==> src/lss_pkg.sv <==
// shared types and constants for the lifo stack with key search
// no dependencies; used by every module of the block
package lss_pkg;

  // stack geometry
  localparam int STACK_DEPTH = 16;
  localparam int PTR_W = (STACK_DEPTH > 1) ? $clog2(STACK_DEPTH) : 1;
  localparam int CNT_W = $clog2(STACK_DEPTH + 1);

  // field widths
  localparam int OP_W = 2;
  localparam int KEY_W = 8;
  localparam int NUM_W = 32;
  localparam int VAL_W = 64;
  localparam int DEP_W = 4;
  localparam int DEPTH_MAX = 15;

  // queue geometry, used by the command and result queues
  localparam int Q_DEPTH = 2;
  localparam int Q_PTR_W = $clog2(Q_DEPTH);
  localparam int Q_CNT_W = $clog2(Q_DEPTH + 1);

  // operation codes on the input port
  localparam logic [OP_W-1:0] OP_PUSH = 2'd0;
  localparam logic [OP_W-1:0] OP_POP = 2'd1;
  localparam logic [OP_W-1:0] OP_SEARCH = 2'd2;

  // classified command kind
  typedef enum logic [1:0] {
    CMD_PUSH,
    CMD_POP,
    CMD_SEARCH,
    CMD_NONE
  } cmd_kind_t;

  // back end sequencer states
  typedef enum logic [1:0] {
    ST_IDLE,
    ST_POP,
    ST_SRCH
  } back_state_t;

  // command from front to back
  typedef struct packed {
    cmd_kind_t         kind;
    logic [KEY_W-1:0]  key;
    logic [NUM_W-1:0]  number;
    logic [VAL_W-1:0]  value;
  } cmd_t;

  // one result transaction
  typedef struct packed {
    logic [KEY_W-1:0]  key;
    logic [NUM_W-1:0]  number;
    logic [VAL_W-1:0]  value;
    logic              hit;
    logic [DEP_W-1:0]  depth;
    logic              overflow;
  } res_t;

  // saturate a scan depth to the reported field width
  function automatic logic [DEP_W-1:0] sat_depth(input logic [PTR_W-1:0] d);
    logic [31:0] wide;
    wide = 32'(d);
    if (wide > 32'(DEPTH_MAX)) begin
      return DEP_W'(DEPTH_MAX);
    end
    return DEP_W'(d);
  endfunction

endpackage

==> src/lss_front.sv <==
// front end: accepts input transactions, classifies the op code
// and buffers commands in a short queue; depends on lss_pkg
module lss_front (
  input  logic                        clk,
  input  logic                        rst_n,
  input  logic                        push,
  output logic                        full,
  input  logic [lss_pkg::OP_W-1:0]    in_op,
  input  logic [lss_pkg::KEY_W-1:0]   in_key_char,
  input  logic [lss_pkg::NUM_W-1:0]   in_number_in,
  input  logic [lss_pkg::VAL_W-1:0]   in_value_bits_in,
  output logic                        cmd_valid,
  output lss_pkg::cmd_t               cmd,
  input  logic                        cmd_take
);

  lss_pkg::cmd_t                  q_mem_r [lss_pkg::Q_DEPTH];
  logic [lss_pkg::Q_PTR_W-1:0]    wr_ptr_r, wr_ptr_nxt;
  logic [lss_pkg::Q_PTR_W-1:0]    rd_ptr_r, rd_ptr_nxt;
  logic [lss_pkg::Q_CNT_W-1:0]    cnt_r, cnt_nxt;
  logic                           accept;
  lss_pkg::cmd_t                  new_cmd;

  assign full = (cnt_r == lss_pkg::Q_CNT_W'(lss_pkg::Q_DEPTH));
  assign accept = push && !full;
  assign cmd_valid = (cnt_r != '0);
  assign cmd = q_mem_r[rd_ptr_r];

  // classify the op code
  always_comb begin
    new_cmd.key = in_key_char;
    new_cmd.number = in_number_in;
    new_cmd.value = in_value_bits_in;
    case (in_op)
      lss_pkg::OP_PUSH:   new_cmd.kind = lss_pkg::CMD_PUSH;
      lss_pkg::OP_POP:    new_cmd.kind = lss_pkg::CMD_POP;
      lss_pkg::OP_SEARCH: new_cmd.kind = lss_pkg::CMD_SEARCH;
      default:            new_cmd.kind = lss_pkg::CMD_NONE;
    endcase
  end

  // queue pointers and count
  always_comb begin
    wr_ptr_nxt = wr_ptr_r;
    rd_ptr_nxt = rd_ptr_r;
    cnt_nxt = cnt_r;
    if (accept) begin
      wr_ptr_nxt = wr_ptr_r + 1'b1;
    end
    if (cmd_take) begin
      rd_ptr_nxt = rd_ptr_r + 1'b1;
    end
    if (accept && !cmd_take) begin
      cnt_nxt = cnt_r + 1'b1;
    end else if (!accept && cmd_take) begin
      cnt_nxt = cnt_r - 1'b1;
    end
  end

  always_ff @(posedge clk) begin
    if (!rst_n) begin
      wr_ptr_r <= '0;
      rd_ptr_r <= '0;
      cnt_r <= '0;
    end else begin
      wr_ptr_r <= wr_ptr_nxt;
      rd_ptr_r <= rd_ptr_nxt;
      cnt_r <= cnt_nxt;
    end
  end

  // queue storage
  always_ff @(posedge clk) begin
    if (accept) begin
      q_mem_r[wr_ptr_r] <= new_cmd;
    end
  end

endmodule

==> src/lss_back.sv <==
// back end: holds the stack memories and sequences push, pop and
// the top-down key scan; depends on lss_pkg
module lss_back (
  input  logic           clk,
  input  logic           rst_n,
  input  logic           cmd_valid,
  input  lss_pkg::cmd_t  cmd,
  output logic           cmd_take,
  input  logic           res_room,
  output logic           res_valid,
  output lss_pkg::res_t  res
);

  logic [lss_pkg::KEY_W-1:0]  key_mem [lss_pkg::STACK_DEPTH];
  logic [lss_pkg::NUM_W-1:0]  num_mem [lss_pkg::STACK_DEPTH];
  logic [lss_pkg::VAL_W-1:0]  val_mem [lss_pkg::STACK_DEPTH];

  lss_pkg::back_state_t       st_r, st_nxt;
  logic [lss_pkg::CNT_W-1:0]  fill_r, fill_nxt;
  logic [lss_pkg::PTR_W-1:0]  idx_r, idx_nxt;
  logic [lss_pkg::PTR_W-1:0]  depth_r, depth_nxt;
  logic [lss_pkg::KEY_W-1:0]  key_r, key_nxt;
  logic [lss_pkg::KEY_W-1:0]  key_rd_r;
  logic [lss_pkg::NUM_W-1:0]  num_rd_r;
  logic [lss_pkg::VAL_W-1:0]  val_rd_r;
  logic [lss_pkg::PTR_W-1:0]  rd_addr;
  logic [lss_pkg::PTR_W-1:0]  wr_addr;
  logic [lss_pkg::PTR_W-1:0]  top;
  logic                       wr_en;
  logic                       is_full;

  assign top = lss_pkg::PTR_W'(fill_r - 1'b1);
  assign wr_addr = lss_pkg::PTR_W'(fill_r);
  assign is_full = (fill_r == lss_pkg::CNT_W'(lss_pkg::STACK_DEPTH));

  // sequencer next state and outputs
  always_comb begin
    st_nxt = st_r;
    fill_nxt = fill_r;
    idx_nxt = idx_r;
    depth_nxt = depth_r;
    key_nxt = key_r;
    cmd_take = 1'b0;
    res_valid = 1'b0;
    res = '0;
    wr_en = 1'b0;
    rd_addr = top;
    case (st_r)
      lss_pkg::ST_IDLE: begin
        if (cmd_valid && res_room) begin
          cmd_take = 1'b1;
          case (cmd.kind)
            lss_pkg::CMD_PUSH: begin
              res_valid = 1'b1;
              if (is_full) begin
                res.overflow = 1'b1;
              end else begin
                wr_en = 1'b1;
                fill_nxt = fill_r + 1'b1;
              end
            end
            lss_pkg::CMD_POP: begin
              if (fill_r == '0) begin
                res_valid = 1'b1;
              end else begin
                fill_nxt = fill_r - 1'b1;
                st_nxt = lss_pkg::ST_POP;
              end
            end
            lss_pkg::CMD_SEARCH: begin
              if (fill_r == '0) begin
                res_valid = 1'b1;
              end else begin
                key_nxt = cmd.key;
                idx_nxt = top;
                depth_nxt = '0;
                st_nxt = lss_pkg::ST_SRCH;
              end
            end
            default: begin
              res_valid = 1'b1;
            end
          endcase
        end
      end
      lss_pkg::ST_POP: begin
        res_valid = 1'b1;
        res.key = key_rd_r;
        res.number = num_rd_r;
        res.value = val_rd_r;
        res.hit = 1'b1;
        st_nxt = lss_pkg::ST_IDLE;
      end
      lss_pkg::ST_SRCH: begin
        // key of slot idx_r is in key_rd_r; fetch the next one down
        rd_addr = idx_r - 1'b1;
        if (key_rd_r == key_r) begin
          res_valid = 1'b1;
          res.hit = 1'b1;
          res.depth = lss_pkg::sat_depth(depth_r);
          st_nxt = lss_pkg::ST_IDLE;
        end else if (idx_r == '0) begin
          res_valid = 1'b1;
          st_nxt = lss_pkg::ST_IDLE;
        end else begin
          idx_nxt = idx_r - 1'b1;
          depth_nxt = depth_r + 1'b1;
        end
      end
      default: begin
        st_nxt = lss_pkg::ST_IDLE;
      end
    endcase
  end

  // control registers
  always_ff @(posedge clk) begin
    if (!rst_n) begin
      st_r <= lss_pkg::ST_IDLE;
      fill_r <= '0;
    end else begin
      st_r <= st_nxt;
      fill_r <= fill_nxt;
    end
  end

  // scan registers
  always_ff @(posedge clk) begin
    idx_r <= idx_nxt;
    depth_r <= depth_nxt;
    key_r <= key_nxt;
  end

  // stack memories, registered read
  always_ff @(posedge clk) begin
    if (wr_en) begin
      key_mem[wr_addr] <= cmd.key;
      num_mem[wr_addr] <= cmd.number;
      val_mem[wr_addr] <= cmd.value;
    end
    key_rd_r <= key_mem[rd_addr];
    num_rd_r <= num_mem[rd_addr];
    val_rd_r <= val_mem[rd_addr];
  end

`ifndef SYNTHESIS
  // fill level never passes the stack depth
  a_fill_bound: assert property (@(posedge clk) disable iff (!rst_n)
    fill_r <= lss_pkg::CNT_W'(lss_pkg::STACK_DEPTH))
    else $error("fill level beyond stack depth");

  // the scan stays inside the stored entries
  a_scan_range: assert property (@(posedge clk) disable iff (!rst_n)
    (st_r == lss_pkg::ST_SRCH) |-> (lss_pkg::CNT_W'(idx_r) < fill_r))
    else $error("scan index outside stored entries");

  // a stored push grows the stack by one
  a_push_grow: assert property (@(posedge clk) disable iff (!rst_n)
    (cmd_take && cmd.kind == lss_pkg::CMD_PUSH && !is_full)
      |=> (fill_r == $past(fill_r) + 1'b1))
    else $error("push did not grow the stack");

  // a result is only produced when the result queue has room
  a_res_room: assert property (@(posedge clk) disable iff (!rst_n)
    res_valid |-> res_room)
    else $error("result with no room in result queue");
`endif

endmodule

==> src/lss_outq.sv <==
// result queue: buffers result transactions toward the output port
// depends on lss_pkg
module lss_outq (
  input  logic                         clk,
  input  logic                         rst_n,
  input  logic                         res_valid,
  input  lss_pkg::res_t                res,
  output logic                         res_room,
  input  logic                         pop,
  output logic                         empty,
  output logic [lss_pkg::KEY_W-1:0]    out_key_out,
  output logic signed [lss_pkg::NUM_W-1:0] out_number_out,
  output logic [lss_pkg::VAL_W-1:0]    out_value_bits_out,
  output logic                         out_hit,
  output logic [lss_pkg::DEP_W-1:0]    out_match_depth,
  output logic                         out_overflow
);

  lss_pkg::res_t                  q_mem_r [lss_pkg::Q_DEPTH];
  logic [lss_pkg::Q_PTR_W-1:0]    wr_ptr_r, wr_ptr_nxt;
  logic [lss_pkg::Q_PTR_W-1:0]    rd_ptr_r, rd_ptr_nxt;
  logic [lss_pkg::Q_CNT_W-1:0]    cnt_r, cnt_nxt;
  logic                           deq;
  lss_pkg::res_t                  head;

  assign res_room = (cnt_r != lss_pkg::Q_CNT_W'(lss_pkg::Q_DEPTH));
  assign empty = (cnt_r == '0);
  assign deq = pop && !empty;
  assign head = q_mem_r[rd_ptr_r];

  // unpack the head entry onto the ports
  assign out_key_out = head.key;
  assign out_number_out = head.number;
  assign out_value_bits_out = head.value;
  assign out_hit = head.hit;
  assign out_match_depth = head.depth;
  assign out_overflow = head.overflow;

  // queue pointers and count
  always_comb begin
    wr_ptr_nxt = wr_ptr_r;
    rd_ptr_nxt = rd_ptr_r;
    cnt_nxt = cnt_r;
    if (res_valid) begin
      wr_ptr_nxt = wr_ptr_r + 1'b1;
    end
    if (deq) begin
      rd_ptr_nxt = rd_ptr_r + 1'b1;
    end
    if (res_valid && !deq) begin
      cnt_nxt = cnt_r + 1'b1;
    end else if (!res_valid && deq) begin
      cnt_nxt = cnt_r - 1'b1;
    end
  end

  always_ff @(posedge clk) begin
    if (!rst_n) begin
      wr_ptr_r <= '0;
      rd_ptr_r <= '0;
      cnt_r <= '0;
    end else begin
      wr_ptr_r <= wr_ptr_nxt;
      rd_ptr_r <= rd_ptr_nxt;
      cnt_r <= cnt_nxt;
    end
  end

  // queue storage
  always_ff @(posedge clk) begin
    if (res_valid) begin
      q_mem_r[wr_ptr_r] <= res;
    end
  end

endmodule

==> src/lifo_stack_with_search.sv <==
// lifo stack with key search: usage
// input channel: an op (push, pop, search), a key and a payload enter as one
// transaction when push is high and full is low. op code 3 does nothing but
// still gives a result of all zeros.
// result channel: one result per input transaction, in order; it is on the
// out_ ports while empty is low and leaves when pop is high.
// the back end handles one transaction at a time; a search walks the key
// memory from the top down, one key per cycle, and stops at the first
// match or after the bottom entry.
// a two-entry command queue and a two-entry result queue let input and
// output stall independently; a stalled receiver fills the result queue,
// then the back end waits, then full rises.
// reset (synchronous, active low) empties both queues and the stack.
// depends on lss_pkg, lss_front, lss_back, lss_outq
module lifo_stack_with_search (
  input  logic                             clk,
  input  logic                             rst_n,
  input  logic                             push,
  output logic                             full,
  input  logic [lss_pkg::OP_W-1:0]         in_op,
  input  logic [lss_pkg::KEY_W-1:0]        in_key_char,
  input  logic signed [lss_pkg::NUM_W-1:0] in_number_in,
  input  logic [lss_pkg::VAL_W-1:0]        in_value_bits_in,
  output logic                             empty,
  input  logic                             pop,
  output logic [lss_pkg::KEY_W-1:0]        out_key_out,
  output logic signed [lss_pkg::NUM_W-1:0] out_number_out,
  output logic [lss_pkg::VAL_W-1:0]        out_value_bits_out,
  output logic                             out_hit,
  output logic [lss_pkg::DEP_W-1:0]        out_match_depth,
  output logic                             out_overflow
);

  logic           cmd_valid;
  logic           cmd_take;
  lss_pkg::cmd_t  cmd;
  logic           res_valid;
  logic           res_room;
  lss_pkg::res_t  res;

  // accept and classify
  lss_front u_front (
    .clk              (clk),
    .rst_n            (rst_n),
    .push             (push),
    .full             (full),
    .in_op            (in_op),
    .in_key_char      (in_key_char),
    .in_number_in     (in_number_in),
    .in_value_bits_in (in_value_bits_in),
    .cmd_valid        (cmd_valid),
    .cmd              (cmd),
    .cmd_take         (cmd_take)
  );

  // stack and scan sequencer
  lss_back u_back (
    .clk       (clk),
    .rst_n     (rst_n),
    .cmd_valid (cmd_valid),
    .cmd       (cmd),
    .cmd_take  (cmd_take),
    .res_room  (res_room),
    .res_valid (res_valid),
    .res       (res)
  );

  // result buffering
  lss_outq u_outq (
    .clk                (clk),
    .rst_n              (rst_n),
    .res_valid          (res_valid),
    .res                (res),
    .res_room           (res_room),
    .pop                (pop),
    .empty              (empty),
    .out_key_out        (out_key_out),
    .out_number_out     (out_number_out),
    .out_value_bits_out (out_value_bits_out),
    .out_hit            (out_hit),
    .out_match_depth    (out_match_depth),
    .out_overflow       (out_overflow)
  );

endmodule
==> config.mk <==
export PLATFORM = sky130hd
export DESIGN_NAME = lifo_stack_with_search
export DESIGN_NICKNAME = d
export VERILOG_FILES = /design/src/lss_pkg.sv /design/src/lss_front.sv /design/src/lss_back.sv /design/src/lss_outq.sv /design/src/lifo_stack_with_search.sv
export SDC_FILE = /design/constraint.sdc
export NUM_CORES = 2
export LEC_CHECK = 0
export BUFFER_PORTS_ARGS = -buffer_cell sky130_fd_sc_hd__buf_2
export CAP_MARGIN = 20
export CORE_ASPECT_RATIO = 1.25
export CORE_UTILIZATION = 40
export CTS_CLUSTER_SIZE = 28
export DETAILED_ROUTE_END_ITERATION = 8
export PLACE_DENSITY_LB_ADDON = 0.3
export REMOVE_ABC_BUFFERS = 1
export SYNTH_ARGS = -nofsm -noshare
export SYNTH_HDL_FRONTEND = slang
export SYNTH_SLANG_ARGS = --single-unit
==> constraint.sdc <==
create_clock -name clk -period 29.1 [get_ports clk]
set_clock_uncertainty 0.2 [all_clocks]
set_input_delay 7.275 -clock clk [delete_from_list [all_inputs] [get_ports clk]]
set_output_delay 7.275 -clock clk [all_outputs]
set_load 0.01 [all_outputs]
==> metrics.yaml <==
status: "finished with violations"
violations: "design-rule violations"
worst_ep_arrival_time_ps: 2630
crit_type: "reg2out"
rsz0062_at_grt: "no"
coreArea_sq_um: 207300
overflow: 0
hold_path_class: "reg2reg"
cts_made_buffers: 212
nNetsFinal: 4076
dp_slack_ps: 19540
yosysTopAreaCellShare_pct: 76.07
final_cell_mix: "edfxtp_1, mux4_2, mux2i_1, buf_2, clkbuf_16"
ant_nets: 0
fp.dieH_um: 512.4
synth_edf_count: 2112
cp_data_required_time_ps: 21620
fmax_mhz: 98.93
ys_types: 40
wl_um: 179200
final_common_cell: "edfxtp_1"
async_reset_ff_share_pct: 0
clk_path_buf_depth: 3
cellPowerDensity_nw_per_um2: 109.4
p_leak_nw: 31.06
grt_antenna_before_repair: 34
critical_path.max_stage_delay_ps: 620
hpwl_um: 87410
ys_ff_latch: 2233
route.detailed.drc: 28
ctsHtreeMaxLevel: 4
ctsResizeCount: 0
synthCells: 3629
start_util_pct: 40.22
finalMaxSlewViolations: 0
place_congestion: 0.6956
clk_pin_slew_ps: 60
synth_area_leaders: "edfxtp_1, mux4_2, mux2i_1"
fin_ws_ps: 18990
critPathMaxFanout: 52
grt_max_degree: 127
peakVddDrop_v: 0.0001387
grt_usage_pct: 17.05
grt_pass1_vias: 37750
cts_sinks: 2233
dr.pass1.iters: 9
tightest_slew_ps: 1157
ys.flop_type: "edfxtp_1"
cts_setup_buffers: 0
drt-initial-drc-count: 2757
worstPathCellList: "buf_4, mux2_2, buf_2"
grt_pass1_wl_um: 260100
avgSynthCellArea_sq_um: 22.97
drv_cap: 0
layout-drive-gt1-share_pct: 30.24
finalCritPeriodShare_pct: 34.74
hold_path_depth: 2
setup_viol: 0
crit_path_start_kind: "flop"
min_period_ps: 10110
ys_seq_area_share_pct: 78.98
cts_root_buf: "clkbuf_16"
hold_viol_final: 0
numPortBuffers: 221
utilization_pct: 45.81
wire_per_inst_um: 26.04
die_area_sq_um: 210300
ctsHoldBuffers: 0
syn_to_final_growth_pct: 13.92
relSlewSlack_pct: 22.85
vias_per_cell: 5.313
syn_area_sq_um: 83370
cts_tree: "built"
cp-end-kind: "output port"
ff2ff_path_depth: 10
critPathSlowestCell: "buf_4"
clock_latency_ps: 840
rows: 187
synth_top_cell_by_area: "edfxtp_1"
io_pins: 222
vias: 36570
dieWidth_um: 410.3
ys_warn_count: 0
## cells in the mapped netlist, types with 16 or more instances
library cell	instances
mux2i_1	321
dfxtp_1	121
ha_1	16
clkbuf_1	54
buf_4	16
edfxtp_1	2112
nor2_1	40
mux4_2	416
inv_1	16
mux2_2	214
and2_1	108
buf_2	84
xnor2_1	17
## where the power goes
part	switching [mW]	internal, mW	leakage (nW)
registers	0.114	4.12	20.2
logic	1.90	1.51	7.48
clock network	1.18	1.58	3.42
total	3.19	7.21	31.1
## per-stage QoR
step                      power (mW)  area, sq um  TNS [ps]  hold slack (ps)  cells
after floorplan                8.542        82560  -1311720            251.4   3459
after global placement         7.772        87920         0            290.1   6475
after detailed placement       7.808        87940         0            290.7   6476
after CTS                      10.58        94950         0            306.3   6874
after global routing           10.89        94960         0            350.9   6876
final                          10.39        94970         0            300.6   6882
## cells by family after synthesis
kind of cell               after synthesis  share of synthesized area, %
adders and majority gates               16                        0.2401
muxes                                  951                         17.98
DFF                                   2233                         78.98
xor gates and xnor gates                26                        0.2732
and+or+nand+nor                        200                         1.355
buffers and inverters                  186                         1.046
AOI/OAI and AO/OA                       17                        0.1231
## state kept, by name (all words and copies together), names as in the netlist, named ones only
signal and flops:
u_back.depth_r 4, u_back.fill_r 5, u_back.idx_r 4, u_back.key_mem 128, u_back.key_r 8, u_back.key_rd_r 8
u_back.num_mem 512, u_back.num_rd_r 32, u_back.st_r 2, u_back.val_mem 1024, u_back.val_rd_r 64, u_front.cnt_r 2
u_front.q_mem_r 212, u_front.rd_ptr_r 1, u_front.wr_ptr_r 1, u_outq.cnt_r 2, u_outq.q_mem_r 220, u_outq.rd_ptr_r 1
u_outq.wr_ptr_r 1
## path summary, 6_finish.rpt
| kind | startpoint | to | slack, ps |
|---|---|---|---|
| worst min register to register | u_outq.rd_ptr_r | u_outq.rd_ptr_r | 300 |
| worst max register to register | u_back.st_r[0] | u_back.num_rd_r[13] | 23170 |
| worst min-delay path | u_outq.rd_ptr_r | u_outq.rd_ptr_r | 300 |
| worst max-delay path | flop | out_number_out[25] | 18990 |
## layout make-up
cell class / instances / area, sq um
fillers: 17280 / 112300
flip-flops and latches: 2233 / 65850
multi-input cells: 1210 / 16850
clock buffers: 297 / 6013
well taps: 2740 / 3428
repair buffers: 277 / 1752
clock inverters: 101 / 1001
inverters: 16 / 60.06
diodes: 8 / 20.02
## worst max-delay path, delay by kind of cell (launching register included)
kind,cells,cell delay (ps)
multiplexers,1,420
flip-flops,1,530
buffers and inverters,2,760
## metal layers
metal,share of wire (%),track usage [%]
met2,48,27.16
met5,0.018,0
met1,45,24.47
met3,5.1,2.886
met4,1.9,4.038
(Power assumes the default switching activity.)
